===== src/rtl/core/weekly_sleep_wake_scheduler_assert.svh =====
// Assertion macros used by the scheduler top module.
// Each macro expects i_clk and i_rst_n in scope.
`ifndef WEEKLY_SLEEP_WAKE_SCHEDULER_ASSERT_SVH
`define WEEKLY_SLEEP_WAKE_SCHEDULER_ASSERT_SVH

// The consequent holds in the same cycle as the antecedent.
`define WSSW_ASSERT_NOW(label, ante, cons, msg) \
    label: assert property (@(posedge i_clk) disable iff (!i_rst_n) \
        (ante) |-> (cons)) else $error(msg);

// The consequent holds in the cycle after the antecedent.
`define WSSW_ASSERT_NEXT(label, ante, cons, msg) \
    label: assert property (@(posedge i_clk) disable iff (!i_rst_n) \
        (ante) |=> (cons)) else $error(msg);

`endif


===== src/rtl/core/wssw_pkg.sv =====
package wssw_pkg;

    localparam int KEY_W  = 20;
    localparam int SECS_W = 17;
    localparam int MINS_W = 11;

    localparam logic [KEY_W-1:0]  KEY_NONE     = '1;
    localparam logic [KEY_W-1:0]  MIN_PER_DAY  = 20'd1440;
    localparam logic [MINS_W-1:0] MIN_PER_HOUR = 11'd60;
    localparam logic [SECS_W-1:0] SEC_PER_HOUR = 17'd3600;
    localparam logic [SECS_W-1:0] SEC_PER_MIN  = 17'd60;
    localparam logic [2:0]        CD_MAX       = 3'd5;

    localparam logic [4:0] HOUR_MAX   = 5'd23;
    localparam logic [5:0] MINUTE_MAX = 6'd59;

    localparam logic [1:0] MODE_AUTO     = 2'd0;
    localparam logic [1:0] MODE_INTERVAL = 2'd1;
    localparam logic [1:0] MODE_STOPPED  = 2'd2;

    localparam logic [1:0] CD_NONE  = 2'd0;
    localparam logic [1:0] CD_SLEEP = 2'd1;
    localparam logic [1:0] CD_WAKE  = 2'd2;

    localparam logic [4:0] SLEEP_HOUR_RST  = 5'd0;
    localparam logic [5:0] SLEEP_MIN_RST   = 6'd0;
    localparam logic [4:0] WAKE_HOUR_RST   = 5'd8;
    localparam logic [5:0] WAKE_MIN_RST    = 6'd0;

    typedef enum logic [2:0] {
        CFG_ENABLE       = 3'd0,
        CFG_DAY_MASK     = 3'd1,
        CFG_SLEEP_HOUR   = 3'd2,
        CFG_SLEEP_MINUTE = 3'd3,
        CFG_WAKE_HOUR    = 3'd4,
        CFG_WAKE_MINUTE  = 3'd5,
        CFG_RUN_MODE     = 3'd6
    } t_cfg_idx;

    typedef struct packed {
        logic       scheduler_enable;
        logic [6:0] day_mask;
        logic [4:0] sleep_hour;
        logic [5:0] sleep_minute;
        logic [4:0] wake_hour;
        logic [5:0] wake_minute;
        logic [1:0] run_mode;
    } t_cfg;

    typedef struct packed {
        logic       time_valid;
        logic [2:0] weekday;
        logic [8:0] year_day;
        logic [4:0] hour_now;
        logic [5:0] minute_now;
        logic [5:0] second_now;
    } t_item;

    typedef struct packed {
        logic       sleep_event;
        logic       wake_event;
        logic [1:0] wake_mode;
        logic       sleeping_now;
        logic [1:0] countdown_kind;
        logic [2:0] countdown_left;
        logic       awake_window;
    } t_result;

    typedef struct packed {
        logic             sleeping;
        logic [KEY_W-1:0] last_sleep_key;
        logic [KEY_W-1:0] last_wake_key;
    } t_state;

endpackage


===== src/rtl/core/weekly_sleep_wake_scheduler.sv =====
// Weekly sleep and wake scheduler, driven by one calendar tick per beat.
// Input channel (i_in_valid / o_in_ready) carries the calendar time of a tick;
// the output channel (o_out_valid / i_out_ready) returns one result beat per tick
// with the sleep and wake events, the sleeping flag, a one to five second
// countdown and the awake-window flag.
// The configuration channel (i_cfg_valid / o_cfg_ready) is always ready; a beat
// writes register i_cfg_index with i_cfg_data. Index 7 is ignored. Writing the
// enable register with zero also clears the sleeping flag. Write only while idle.
// A tick is accepted into the input register, evaluated there, and its result is
// registered in the output register, from which its result beat is taken.
// Throughput: one tick per cycle. The tick sits in an input register, the whole
// evaluation is one combinational pass, and the result lands in an output register.
// When the receiver stalls, the output register holds its beat, the input
// register still takes one more tick, and then o_in_ready drops until the
// output moves.
// Reset clears both pipeline stages, the sleeping flag and the remembered minute
// keys, and loads the register defaults (disabled, wake at 8:00, run mode off).
`include "weekly_sleep_wake_scheduler_assert.svh"

module weekly_sleep_wake_scheduler (
    input  logic       i_clk,
    input  logic       i_rst_n,
    input  logic       i_in_valid,
    output logic       o_in_ready,
    input  logic       i_time_valid,
    input  logic [2:0] i_weekday,
    input  logic [8:0] i_year_day,
    input  logic [4:0] i_hour_now,
    input  logic [5:0] i_minute_now,
    input  logic [5:0] i_second_now,
    output logic       o_out_valid,
    input  logic       i_out_ready,
    output logic       o_sleep_event,
    output logic       o_wake_event,
    output logic [1:0] o_wake_mode,
    output logic       o_sleeping_now,
    output logic [1:0] o_countdown_kind,
    output logic [2:0] o_countdown_left,
    output logic       o_awake_window,
    input  logic       i_cfg_valid,
    output logic       o_cfg_ready,
    input  logic [2:0] i_cfg_index,
    input  logic [6:0] i_cfg_data
);

    wssw_pkg::t_cfg    cfg;
    logic              clr_sleep;
    wssw_pkg::t_state  eval_state;
    wssw_pkg::t_result eval_result;

    logic              r_in_vld;
    logic              n_in_vld;
    wssw_pkg::t_item   r_item;
    logic              r_out_vld;
    logic              n_out_vld;
    wssw_pkg::t_result r_result;
    wssw_pkg::t_state  r_state;
    wssw_pkg::t_state  n_state;

    logic              in_acc;
    logic              advance;

    assign o_cfg_ready = 1'b1;

    wssw_cfg u_cfg (
        .i_clk       (i_clk),
        .i_rst_n     (i_rst_n),
        .i_cfg_valid (i_cfg_valid),
        .i_cfg_index (i_cfg_index),
        .i_cfg_data  (i_cfg_data),
        .o_cfg       (cfg),
        .o_clr_sleep (clr_sleep)
    );

    wssw_eval u_eval (
        .i_cfg    (cfg),
        .i_item   (r_item),
        .i_state  (r_state),
        .o_state  (eval_state),
        .o_result (eval_result)
    );

    assign advance    = r_in_vld && (!r_out_vld || i_out_ready);
    assign o_in_ready = !r_in_vld || advance;
    assign in_acc     = i_in_valid && o_in_ready;

    always_comb begin
        n_in_vld = r_in_vld;
        if (in_acc) begin
            n_in_vld = 1'b1;
        end else if (advance) begin
            n_in_vld = 1'b0;
        end

        n_out_vld = r_out_vld;
        if (advance) begin
            n_out_vld = 1'b1;
        end else if (i_out_ready) begin
            n_out_vld = 1'b0;
        end

        n_state = r_state;
        if (advance) begin
            n_state = eval_state;
        end
        if (clr_sleep) begin
            n_state.sleeping = 1'b0;
        end
    end

    always_ff @(posedge i_clk) begin
        if (!i_rst_n) begin
            r_in_vld               <= 1'b0;
            r_out_vld              <= 1'b0;
            r_state.sleeping       <= 1'b0;
            r_state.last_sleep_key <= wssw_pkg::KEY_NONE;
            r_state.last_wake_key  <= wssw_pkg::KEY_NONE;
        end else begin
            r_in_vld  <= n_in_vld;
            r_out_vld <= n_out_vld;
            r_state   <= n_state;
        end
    end

    always_ff @(posedge i_clk) begin
        if (in_acc) begin
            r_item.time_valid <= i_time_valid;
            r_item.weekday    <= i_weekday;
            r_item.year_day   <= i_year_day;
            r_item.hour_now   <= i_hour_now;
            r_item.minute_now <= i_minute_now;
            r_item.second_now <= i_second_now;
        end
        if (advance) begin
            r_result <= eval_result;
        end
    end

    assign o_out_valid      = r_out_vld;
    assign o_sleep_event    = r_result.sleep_event;
    assign o_wake_event     = r_result.wake_event;
    assign o_wake_mode      = r_result.wake_mode;
    assign o_sleeping_now   = r_result.sleeping_now;
    assign o_countdown_kind = r_result.countdown_kind;
    assign o_countdown_left = r_result.countdown_left;
    assign o_awake_window   = r_result.awake_window;

    `WSSW_ASSERT_NOW(a_sleep_sets_flag,
        o_out_valid && o_sleep_event && !o_wake_event, o_sleeping_now,
        "sleep event without sleeping flag")
    `WSSW_ASSERT_NOW(a_wake_clears_flag,
        o_out_valid && o_wake_event, !o_sleeping_now && (o_wake_mode != 2'd3),
        "wake event left sleeping flag set or bad mode")
    `WSSW_ASSERT_NOW(a_countdown_range,
        o_out_valid, (o_countdown_kind == wssw_pkg::CD_NONE) == (o_countdown_left == 3'd0)
        && (o_countdown_left <= wssw_pkg::CD_MAX),
        "countdown kind and seconds disagree")
    `WSSW_ASSERT_NEXT(a_disable_clears_sleep,
        i_cfg_valid && o_cfg_ready && (i_cfg_index == wssw_pkg::CFG_ENABLE)
        && !i_cfg_data[0], !r_state.sleeping,
        "disable write did not clear sleeping flag")

endmodule


===== src/rtl/core/wssw_cfg.sv =====
module wssw_cfg (
    input  logic           i_clk,
    input  logic           i_rst_n,
    input  logic           i_cfg_valid,
    input  logic [2:0]     i_cfg_index,
    input  logic [6:0]     i_cfg_data,
    output wssw_pkg::t_cfg o_cfg,
    output logic           o_clr_sleep
);

    wssw_pkg::t_cfg r_cfg;
    wssw_pkg::t_cfg n_cfg;

    always_comb begin
        n_cfg       = r_cfg;
        o_clr_sleep = 1'b0;
        if (i_cfg_valid) begin
            unique case (wssw_pkg::t_cfg_idx'(i_cfg_index))
                wssw_pkg::CFG_ENABLE: begin
                    n_cfg.scheduler_enable = i_cfg_data[0];
                    o_clr_sleep            = !i_cfg_data[0];
                end
                wssw_pkg::CFG_DAY_MASK: begin
                    n_cfg.day_mask = i_cfg_data;
                end
                wssw_pkg::CFG_SLEEP_HOUR: begin
                    n_cfg.sleep_hour = (i_cfg_data[4:0] > wssw_pkg::HOUR_MAX)
                        ? wssw_pkg::SLEEP_HOUR_RST : i_cfg_data[4:0];
                end
                wssw_pkg::CFG_SLEEP_MINUTE: begin
                    n_cfg.sleep_minute = (i_cfg_data[5:0] > wssw_pkg::MINUTE_MAX)
                        ? wssw_pkg::SLEEP_MIN_RST : i_cfg_data[5:0];
                end
                wssw_pkg::CFG_WAKE_HOUR: begin
                    n_cfg.wake_hour = (i_cfg_data[4:0] > wssw_pkg::HOUR_MAX)
                        ? wssw_pkg::WAKE_HOUR_RST : i_cfg_data[4:0];
                end
                wssw_pkg::CFG_WAKE_MINUTE: begin
                    n_cfg.wake_minute = (i_cfg_data[5:0] > wssw_pkg::MINUTE_MAX)
                        ? wssw_pkg::WAKE_MIN_RST : i_cfg_data[5:0];
                end
                wssw_pkg::CFG_RUN_MODE: begin
                    // The one unused code falls back to the off mode.
                    n_cfg.run_mode = (i_cfg_data[1:0] > wssw_pkg::MODE_STOPPED)
                        ? wssw_pkg::MODE_STOPPED : i_cfg_data[1:0];
                end
                default: begin
                    n_cfg = r_cfg;
                end
            endcase
        end
    end

    always_ff @(posedge i_clk) begin
        if (!i_rst_n) begin
            r_cfg.scheduler_enable <= 1'b0;
            r_cfg.day_mask         <= '0;
            r_cfg.sleep_hour       <= wssw_pkg::SLEEP_HOUR_RST;
            r_cfg.sleep_minute     <= wssw_pkg::SLEEP_MIN_RST;
            r_cfg.wake_hour        <= wssw_pkg::WAKE_HOUR_RST;
            r_cfg.wake_minute      <= wssw_pkg::WAKE_MIN_RST;
            r_cfg.run_mode         <= wssw_pkg::MODE_STOPPED;
        end else begin
            r_cfg <= n_cfg;
        end
    end

    assign o_cfg = r_cfg;

endmodule


===== src/rtl/core/wssw_eval.sv =====
module wssw_eval (
    input  wssw_pkg::t_cfg    i_cfg,
    input  wssw_pkg::t_item   i_item,
    input  wssw_pkg::t_state  i_state,
    output wssw_pkg::t_state  o_state,
    output wssw_pkg::t_result o_result
);

    logic                         active;
    logic                         today;
    logic [7:0]                   day_bits;
    logic [wssw_pkg::KEY_W-1:0]   key;
    logic                         sleep_hit;
    logic                         wake_hit;
    logic                         sev;
    logic                         wev;
    logic                         sleeping_mid;
    logic [wssw_pkg::SECS_W-1:0]  now_s;
    logic [wssw_pkg::SECS_W-1:0]  sleep_s;
    logic [wssw_pkg::SECS_W-1:0]  wake_s;
    logic [wssw_pkg::SECS_W:0]    d_sleep;
    logic [wssw_pkg::SECS_W:0]    d_wake;
    logic                         sleep_soon;
    logic                         wake_soon;
    logic [wssw_pkg::MINS_W-1:0]  now_m;
    logic [wssw_pkg::MINS_W-1:0]  wake_m;
    logic [wssw_pkg::MINS_W-1:0]  sleep_m;
    logic                         in_window;

    assign active   = i_cfg.scheduler_enable && i_item.time_valid;
    // Weekday 7 selects the padding bit and so is never enabled.
    assign day_bits = {1'b0, i_cfg.day_mask};
    assign today    = day_bits[i_item.weekday];

    assign key = wssw_pkg::KEY_W'(i_item.year_day) * wssw_pkg::MIN_PER_DAY
               + wssw_pkg::KEY_W'(i_item.hour_now) * wssw_pkg::KEY_W'(wssw_pkg::MIN_PER_HOUR)
               + wssw_pkg::KEY_W'(i_item.minute_now);

    assign sleep_hit = active && today
                    && (i_item.hour_now == i_cfg.sleep_hour)
                    && (i_item.minute_now == i_cfg.sleep_minute)
                    && (i_state.last_sleep_key != key);
    assign wake_hit  = active
                    && (i_item.hour_now == i_cfg.wake_hour)
                    && (i_item.minute_now == i_cfg.wake_minute)
                    && (i_state.last_wake_key != key);

    // Sleep is resolved before wake, so both can fire on one tick.
    assign sev          = sleep_hit && !i_state.sleeping;
    assign sleeping_mid = i_state.sleeping || sleep_hit;
    assign wev          = wake_hit && sleeping_mid;

    assign o_state.sleeping       = sleeping_mid && !wake_hit;
    assign o_state.last_sleep_key = sleep_hit ? key : i_state.last_sleep_key;
    assign o_state.last_wake_key  = wake_hit ? key : i_state.last_wake_key;

    assign now_s   = wssw_pkg::SECS_W'(i_item.hour_now) * wssw_pkg::SEC_PER_HOUR
                   + wssw_pkg::SECS_W'(i_item.minute_now) * wssw_pkg::SEC_PER_MIN
                   + wssw_pkg::SECS_W'(i_item.second_now);
    assign sleep_s = wssw_pkg::SECS_W'(i_cfg.sleep_hour) * wssw_pkg::SEC_PER_HOUR
                   + wssw_pkg::SECS_W'(i_cfg.sleep_minute) * wssw_pkg::SEC_PER_MIN;
    assign wake_s  = wssw_pkg::SECS_W'(i_cfg.wake_hour) * wssw_pkg::SEC_PER_HOUR
                   + wssw_pkg::SECS_W'(i_cfg.wake_minute) * wssw_pkg::SEC_PER_MIN;

    assign d_sleep = {1'b0, sleep_s} - {1'b0, now_s};
    assign d_wake  = {1'b0, wake_s} - {1'b0, now_s};

    // A difference from one to five seconds has only its low three bits set.
    assign sleep_soon = (d_sleep[wssw_pkg::SECS_W:3] == '0) && (d_sleep[2:0] != 3'd0)
                     && (d_sleep[2:0] <= wssw_pkg::CD_MAX);
    assign wake_soon  = (d_wake[wssw_pkg::SECS_W:3] == '0) && (d_wake[2:0] != 3'd0)
                     && (d_wake[2:0] <= wssw_pkg::CD_MAX);

    assign now_m   = wssw_pkg::MINS_W'(i_item.hour_now) * wssw_pkg::MIN_PER_HOUR
                   + wssw_pkg::MINS_W'(i_item.minute_now);
    assign wake_m  = wssw_pkg::MINS_W'(i_cfg.wake_hour) * wssw_pkg::MIN_PER_HOUR
                   + wssw_pkg::MINS_W'(i_cfg.wake_minute);
    assign sleep_m = wssw_pkg::MINS_W'(i_cfg.sleep_hour) * wssw_pkg::MIN_PER_HOUR
                   + wssw_pkg::MINS_W'(i_cfg.sleep_minute);

    always_comb begin
        if (wake_m < sleep_m) begin
            in_window = (now_m >= wake_m) && (now_m < sleep_m);
        end else if (wake_m > sleep_m) begin
            // The window wraps past midnight.
            in_window = (now_m >= wake_m) || (now_m < sleep_m);
        end else begin
            in_window = 1'b0;
        end
    end

    always_comb begin
        o_result.sleep_event    = sev;
        o_result.wake_event     = wev;
        o_result.wake_mode      = wev ? i_cfg.run_mode : wssw_pkg::MODE_AUTO;
        o_result.sleeping_now   = o_state.sleeping;
        o_result.awake_window   = active && today && in_window;
        o_result.countdown_kind = wssw_pkg::CD_NONE;
        o_result.countdown_left = 3'd0;
        if (active && today && sleep_soon) begin
            o_result.countdown_kind = wssw_pkg::CD_SLEEP;
            o_result.countdown_left = d_sleep[2:0];
        end else if (active && wake_soon) begin
            o_result.countdown_kind = wssw_pkg::CD_WAKE;
            o_result.countdown_left = d_wake[2:0];
        end
    end

endmodule

===== config.mk =====
export PLATFORM = sky130hd
export DESIGN_NAME = weekly_sleep_wake_scheduler
export DESIGN_NICKNAME = d
export VERILOG_FILES = /design/src/rtl/core/wssw_pkg.sv /design/src/rtl/core/weekly_sleep_wake_scheduler.sv /design/src/rtl/core/wssw_cfg.sv /design/src/rtl/core/wssw_eval.sv
export VERILOG_INCLUDE_DIRS = /design/src /design/src/rtl/core
export SDC_FILE = /design/constraint.sdc
export NUM_CORES = 1
export LEC_CHECK = 0
export BUFFER_PORTS_ARGS = -buffer_cell sky130_fd_sc_hd__clkbuf_2
export CELL_PAD_IN_SITES_DETAIL_PLACEMENT = 1
export CELL_PAD_IN_SITES_GLOBAL_PLACEMENT = 2
export CORE_MARGIN = 5
export CORE_UTILIZATION = 41
export CTS_CLUSTER_DIAMETER = 50
export DETAILED_ROUTE_END_ITERATION = 16
export PLACE_DENSITY = 0.91
export RECOVER_POWER = 100
export SLEW_MARGIN = 0
export SYNTH_ARGS = -nofsm -noshare
export SYNTH_HDL_FRONTEND = slang
export SYNTH_SLANG_ARGS = --single-unit

===== constraint.sdc =====
create_clock -name i_clk -period 8.3 [get_ports i_clk]
set_input_delay 0 -clock i_clk [delete_from_list [all_inputs] [get_ports i_clk]]
set_output_delay 0 -clock i_clk [all_outputs]
set_load 0.05 [all_outputs]

Word-level counts from Yosys, hierarchy flattened
Cells that the tools add are included.
{"block": "totals", "ff_bits": 116, "inputBits": 45, "out_inout_bits": 14, "elab_cells": 133}
{"block": "op_classes", "addsub": 11, "mul": 11, "n_lt_le_gt_ge": 10, "n_eq_ne": 12, "mux": 16, "bitwise": 1, "n_reduce_logical": 47}
{"cell": "adder 17 x 12 -> 17 bit", "n": 3}
{"cell": "!= test 20 bit", "n": 2}
{"cell": "multiplier 5 x 8 -> 13 bit (second input constant)", "n": 3}
{"cell": "multiplier 5 x 4 -> 9 bit (second input constant)", "n": 4}
{"cell": "subtractor 17 x 17 -> 18 bit", "n": 2}
{"cell": "adder 11 x 6 -> 11 bit", "n": 3}
{"cell": "zero test 15 bit", "n": 2}
{"cell": "multiplier 6 x 4 -> 10 bit (second input constant)", "n": 3}
{"cell": "less-than comparator 11 bit", "n": 2}
{"cell": "logical AND 1 bit", "n": 21}
{"cell": "adder 20 x 11 -> 20 bit", "n": 1}
{"cell": "adder 20 x 6 -> 20 bit", "n": 1}
{"cell": "AND reduction 2 bit", "n": 9}
{"cell": "adder 17 x 6 -> 17 bit", "n": 1}
{"cell": "multiplier 9 x 6 -> 15 bit (second input constant)", "n": 1}
{"cell": "2-to-1 mux 5 bit", "n": 3}
{"cell": "equality test 6 bit", "n": 2}
{"cell": ">= comparator 11 bit", "n": 1}
{"cell": "greater-than comparator 11 bit", "n": 1}
{"cell": "equality test 5 bit", "n": 2}
{"cell": "equality test 3 bit (second input constant)", "n": 3}
{"cell": "2-to-1 mux 1 bit", "n": 9}
{"cell": "equality test 3 x 2 -> 1 bit (second input constant)", "n": 2}
{"cell": "greater-than comparator 6 bit (second input constant)", "n": 1}
{"cell": "16 further kinds", "n": 26}

Longest topological paths before layout
{"block": "depth", "ltp_word": 10, "mapped_depth": 27, "depth_no_buf": 27}

By module
Synthesis repeated with hierarchy kept, for this count alone.
{"block": "unflattened", "hier_cells": 1686, "hier_area_um2": 15802.7}
{"mod": "wssw_eval", "n_inst": 1, "cells_per_inst": 1332, "area_per_inst_um2": 11532.3, "seq_area_each_um2": 0.0}
{"mod": "weekly_sleep_wake_scheduler", "n_inst": 1, "cells_per_inst": 243, "area_per_inst_um2": 2986.6, "seq_area_each_um2": 2092.0}
{"mod": "wssw_cfg", "n_inst": 1, "cells_per_inst": 111, "area_per_inst_um2": 1283.7, "seq_area_each_um2": 640.6}

Worst setup path after synthesis
OpenSTA, ideal clock, no wires.
{"block": "synth_timing", "kind": "reg-to-reg", "start": "reg r_item[7] (netlist name)", "end": "reg r_result, in the netlist o_countdown_left[2] (data pin)", "setup_time_ns": 0.260, "arrival_time_ns": 6.178, "t_required_ns": 8.040, "slack_ns": 1.862, "stages_incl_launch_ff": 26, "path_buffers": 0, "synth_period_minus_slack_ns": 6.438, "cell_sequence": "edfxtp_1 > fa_1 > fa_1 > ha_1 > a21o_1 > a21oi_1 > o21bai_1 > a21oi_1 > xnor2_1 > ha_1 > ha_1 > a2111oi_0 > o21ai_1 > nand2_1 > xor2_1 > ha_1 > and3_1 > nand2_1 > nor3_1 > a311o_1 > a21oi_1 > a211oi_1 > mux2i_1 > nor3_1 > o211ai_1 > mux2_2"}
{"element": "start, declared", "line": "weekly_sleep_wake_scheduler.sv:53", "text": "wssw_pkg::t_item r_item;"}
{"element": "end signal, assigned", "line": "weekly_sleep_wake_scheduler.sv:135", "text": "r_result <= eval_result;"}
{"element": "end, declared", "line": "weekly_sleep_wake_scheduler.sv:56", "text": "wssw_pkg::t_result r_result;"}

Final worst setup path
{"block": "layout_timing", "start": "reg r_item[14] (netlist name)", "end": "reg r_state[25] (netlist name)"}
{"block": "layout_between", "elab_chain_len": 6, "word_cells_on_any_way": 9, "cone_classes": "2 x add/sub; 1 x mul; 2 x eq/ne; 4 x reduce/logical"}
{"element": "multiplier 5 x 4 -> 9 bit", "line": "wssw_eval.sv:36", "text": "+ wssw_pkg::KEY_W'(i_item.hour_now) * wssw_pkg::KEY_W'(wssw_pkg::MIN_PER_HOUR)"}
{"element": "adder 20 x 11 -> 20 bit", "line": "wssw_eval.sv:36"}
{"element": "adder 20 x 6 -> 20 bit", "line": "wssw_eval.sv:37", "text": "+ wssw_pkg::KEY_W'(i_item.minute_now);"}
{"element": "!= test 20 bit", "line": "wssw_eval.sv:42", "text": "&& (i_state.last_sleep_key != key);"}
{"element": "logical AND 1 bit", "line": "wssw_eval.sv:42"}
{"element": "AND reduction 2 bit (no source line)"}
{"element": "end signal, assigned", "line": "weekly_sleep_wake_scheduler.sv:121", "text": "r_state <= n_state;"}
{"element": "end, declared", "line": "weekly_sleep_wake_scheduler.sv:57", "text": "wssw_pkg::t_state r_state;"}
Parallel ways exist; a longest one is shown, timed or not.
A chain may end at the register's enable or synchronous reset.

==> impl.org <==
** Pwr
- The internal power of the cells totals 2.42 mW.
- Summed over all nets, the switching power comes to 2.24 mW.
- Power comes to 4.66 mW.
- Of the total power, the share spent switching nets is 0.481.
- In this run the static leakage power is 7.89 nW.
- Of the total power, the clock network draws 0.181.
- Maximum ir drop on the vdd rail :: 0.174 mV
- The share of total power dissipated in combinational logic is 0.683.
- Power density over the cells :: between 200 and 300 mW/mm²
- The share of total power dissipated in sequential elements is 0.136.

** Flow run
- Max Cap Viol :: 2

** CTS
- Clock sinks :: 116
- The clock reaches the later pin of the worst-skew pair after ~440 ps.
- Number of buffers created by CTS :: 17
- TritonCTS built the clock tree.
- Clock-pin slew was measured on the worst setup and hold paths at 60 ps.
- Clock Root Buffer :: sky130_fd_sc_hd__clkbuf_16
- Clock tree buffer depth :: 2
- Maximum level of the CTS H-tree :: 4
- Setup Fix Bufs, Post-CTS :: 0

** STA
- Max Clock Freq :: 131 MHz
- Hold timing on the final database bottoms out at a slack of roughly 44 ps.
- The final hold violation count was 0.
- Between clock sinks in the finished design, the worst skew comes to roughly 10 ps.
- Worst slew margin relative to its limit :: -0.682
- The smallest clock period supported by the final layout is computed as 7650 ps.
- Setup repair after global routing missed its margin :: false
- Final Cycle Share :: 0.921
- At the pin with the least slew margin, the transition time is around 2500 ps.
- Max-slew violations :: 77
- Endpoints failing setup :: 0
- Sum of negative setup slack :: 0 ps

** Synth
- Share of flip-flops with an asynchronous set or reset :: 0
- Netlist area before placement :: around 0.015 mm²
- Syn. warnings :: 0
- Part of the Yosys area used for sequential elements :: 0.177
- Counting every net in the synthesized netlist gives about 2100.
- In the synthesized netlist, the number of instances is 1712.
- After synthesis the netlist holds a flip-flop and latch count of 116.
- Post-synthesis area per instance :: 9.01 µm²
- Number of enable-type register cells in the synthesized netlist :: 41
- Library cells used by synthesis :: 81
- In the synthesized netlist the dominant register cell turns out to be sky130_fd_sc_hd__dfxtp_1.

** Setup path
- Path type of the worst setup path :: flop to flop
- The largest individual stage delay along the critical path comes from the cell sky130_fd_sc_hd__edfxtp_1.
- Nature of the critical path endpoint :: flop
- Arr. time, crit path :: 7970 ps
- The endpoint identified for the worst register-to-register timing path is r_state[25].
- In this run the worst path has a maximum fanout of 15.
- Critical Path, Cell by Cell :: fa_1 -> inv_1 -> fa_1 -> inv_1 -> ha_1 -> a21o_1 -> a21oi_1 -> o21bai_1 -> a21oi_1 -> xnor2_1 -> ha_1 -> ha_1 -> o21a_1 -> o21ai_0 -> o21ai_0 -> o31ai_1 -> nor3_1 -> nand3_1 -> xor2_1 -> mux2_1 -> nor4_1 -> nand3b_1 -> buf_4 -> mux2_2
- The most numerous cell type found on the critical path is sky130_fd_sc_hd__ha_1.
- Slack of the worst reg-to-reg path :: 650 ps
- FF-to-FF path depth :: 24
- The worst setup path is launched from a flop.
- Worst stage delay on the critical path :: 650 ps
- The worst register-to-register path begins at r_item[14].
- Required time at the worst-slack endpoint :: 8620 ps

** Floorplan
- The die is approximately 200 µm tall.
- The die covers 0.0416 mm².
- Measured along the x axis, the die boundary spans 204 µm.
- The core region is 0.0374 mm².
- 59 I/O pins were placed.
- Count of standard-cell rows :: 71
- For this configuration, the core starts out at a cell density of 0.412.

** Route
- The first routing iteration left 417 violations.
- First-pass DRT Iterations :: 5
- Dividing the detail-routed wire length by the instance count gives 18.6 µm.
- Avg Vias per Cell :: roughly 5.4
- After detailed routing, the total wire length is 43400 µm.
- For this run, design rule violations remaining after detail routing come to 0.
- Vias after detailed routing :: 12600
- In this run the remaining antenna-violating nets after routing total 0.

** Run status
- Run status :: complete, but fails checks
- Failing checks :: capacitance limit, slew limit

** Place
- Once detailed placement completed, the half-perimeter wirelength came to 35000 µm.
- Buffers added on ports :: 57
- Routability-driven placement finished with a final weighted congestion of roughly 0.88.

** Min path
- End of the worst hold path :: u_cfg.o_cfg[31]
- Counting instances, the worst hold path has a depth of 4.
- The path class of the tightest hold or removal check is input pin to flop.
- Worst hold start :: i_cfg_index[1]

** Layout
- Ant. Diodes :: 0
- The net count of the finished layout is 2192.
- In the final layout, the share of cells above drive strength 1 is 0.0567.
- The area growth from synthesis to layout is 12.1%.

** GRT
- The initial antenna violation count was 0.
- The first global-routing pass estimated 70600 µm of wire.
- Maximum number of pins on one net before global-route repair :: 46
- The total overflow left after global routing is 0.
- Number of global-route vias before repair :: 13600
- Total GRT Usage :: 0.210
worst max-delay path by stage:
stage,start,to,slack (ps),depth (start not counted)
final,r_item[14],r_state[25],650,24
after global routing,r_item[14],r_state[12],200,24
after CTS,r_item[14],r_state[25],740,24
after detailed placement,r_item[14],r_state[25],830,24
after global placement,r_item[14],r_state[1],1060,24
after floorplan,r_item[7],o_countdown_left[2],1860,25
power by group through the flow:
stage	clock (mW)	sequential, mW	combinational, mW
floorplan	0	0.642	2.37
global route	0.889	0.634	3.50
detailed placement	0	0.644	3.13
finish	0.844	0.632	3.18
CTS	0.861	0.632	3.19
global placement	0	0.643	3.02
through the flow:
stage	setup WS, ps	util	instances	instance area (µm²)
3_3_place_gp	1060	0.435	2257	16300
5_1_grt	204	0.462	2329	17300
3_5_place_dp	831	0.435	2257	16300
6_report	653	0.462	2329	17300
2_1_floorplan	1860	-	1712	15400
4_1_cts	735	0.463	2329	17300
area by class of cell:
class | instances | area (µm²)
well taps | 511 | 639
inverters | 203 | 762
fillers | 4364 | 20100
flip-flops and latches | 116 | 2730
clock buffers | 18 | 439
multi-input cells | 1362 | 11800
repair buffers | 105 | 709
clock inverters | 14 | 216
timing repair:
item | 4_1_cts | 5_1_grt
hold endpoints to repair | 61 | 0
resized for setup | 0 | 0
hold buffers | 40 | 0
cell usage after synthesis, types with 6 or more instances:
cell	instances	area, µm²
sky130_fd_sc_hd__and2_1	10	62.6
sky130_fd_sc_hd__edfxtp_1	41	1230
sky130_fd_sc_hd__inv_1	201	754
sky130_fd_sc_hd__nand2_1	83	312
sky130_fd_sc_hd__clkbuf_1	20	75.1
sky130_fd_sc_hd__o21a_1	24	180
sky130_fd_sc_hd__nand3_1	50	250
sky130_fd_sc_hd__fa_1	74	1480
sky130_fd_sc_hd__a31oi_1	9	56.3
sky130_fd_sc_hd__xnor3_1	9	203
sky130_fd_sc_hd__nor2b_1	22	138
sky130_fd_sc_hd__ha_1	268	3350
sky130_fd_sc_hd__o21ai_1	13	65.1
sky130_fd_sc_hd__o31ai_1	8	60.1
sky130_fd_sc_hd__and3_1	8	50.1
sky130_fd_sc_hd__nor2_1	88	330
sky130_fd_sc_hd__nor3b_1	6	45.0
sky130_fd_sc_hd__mux2i_1	37	370
sky130_fd_sc_hd__a2111oi_0	6	52.6
sky130_fd_sc_hd__nor4_1	11	68.8
sky130_fd_sc_hd__or3_1	10	62.6
sky130_fd_sc_hd__a21oi_1	114	571
sky130_fd_sc_hd__o21bai_1	22	165
sky130_fd_sc_hd__mux2_2	13	146
sky130_fd_sc_hd__xnor2_1	138	1210
sky130_fd_sc_hd__nand2b_1	37	231
sky130_fd_sc_hd__nor3_1	27	135
sky130_fd_sc_hd__xor2_1	51	447
sky130_fd_sc_hd__o21ai_0	45	225
sky130_fd_sc_hd__o2111ai_1	9	78.8
sky130_fd_sc_hd__or4_1	8	60.1
sky130_fd_sc_hd__nand4_1	15	93.8
sky130_fd_sc_hd__a21o_1	38	285
sky130_fd_sc_hd__o211ai_1	15	113
sky130_fd_sc_hd__dfxtp_1	75	1500
sky130_fd_sc_hd__a211oi_1	11	82.6
cells in the final DEF (no fill, tap or decap), types with 37 or more instances in the layout:
cell                              n
sky130_fd_sc_hd__fa_1            74
sky130_fd_sc_hd__dlygate4sd3_1   40
sky130_fd_sc_hd__xor2_1          51
sky130_fd_sc_hd__nand2_1         83
sky130_fd_sc_hd__nand2b_1        37
sky130_fd_sc_hd__clkbuf_2        37
sky130_fd_sc_hd__xnor2_1        138
sky130_fd_sc_hd__o21ai_0         51
sky130_fd_sc_hd__nor2_1          88
sky130_fd_sc_hd__nand3_1         50
sky130_fd_sc_hd__dfxtp_1         75
sky130_fd_sc_hd__a21oi_1        114
sky130_fd_sc_hd__mux2i_1         37
sky130_fd_sc_hd__inv_1          201
sky130_fd_sc_hd__a21o_1          38
sky130_fd_sc_hd__ha_1           268
sky130_fd_sc_hd__edfxtp_1        41
worst max-delay path, delay by kind of cell, from the launching register on:
family	cells	cell delay (ps)
AND/OR/NAND/NOR	4	1410
multiplexers	2	760
buffers and inverters	3	470
adder cells (fa/ha/maj)	5	2210
XOR/XNOR	2	500
AO/OA/AOI/OAI	8	1500
flip-flops	1	650
registers in the layout (all words and copies together) (netlist names):
register,flops
o_out_valid,1
u_cfg.o_cfg,32
r_state,41
o_awake_window,1
o_sleep_event,1
o_wake_event,1
o_wake_mode,2
r_item,30
o_countdown_kind,2
o_sleeping_now,1
o_countdown_left,3
r_in_vld,1
metal layers:
metal  vias up  wire (µm)  global-route usage
met2       179      21500               0.378
li1       6183          -                   -
met4         0       1020              0.0598
met3        53       1320              0.0305
met1      6184      19600               0.263
met5         -          0                   0
cell families (layout without fill, tap and decap cells):
group	Yosys count	after routing	synth area share
flops	116	116	0.177
simple gates	399	399	0.131
mux	52	52	0.0364
other cells	1	1	0.000243
compound gates	362	362	0.155
xor+xnor	202	202	0.125
buf+inv	234	340	0.0588
fa+ha+maj	346	346	0.316
Power figures use the tool's default switching activity.
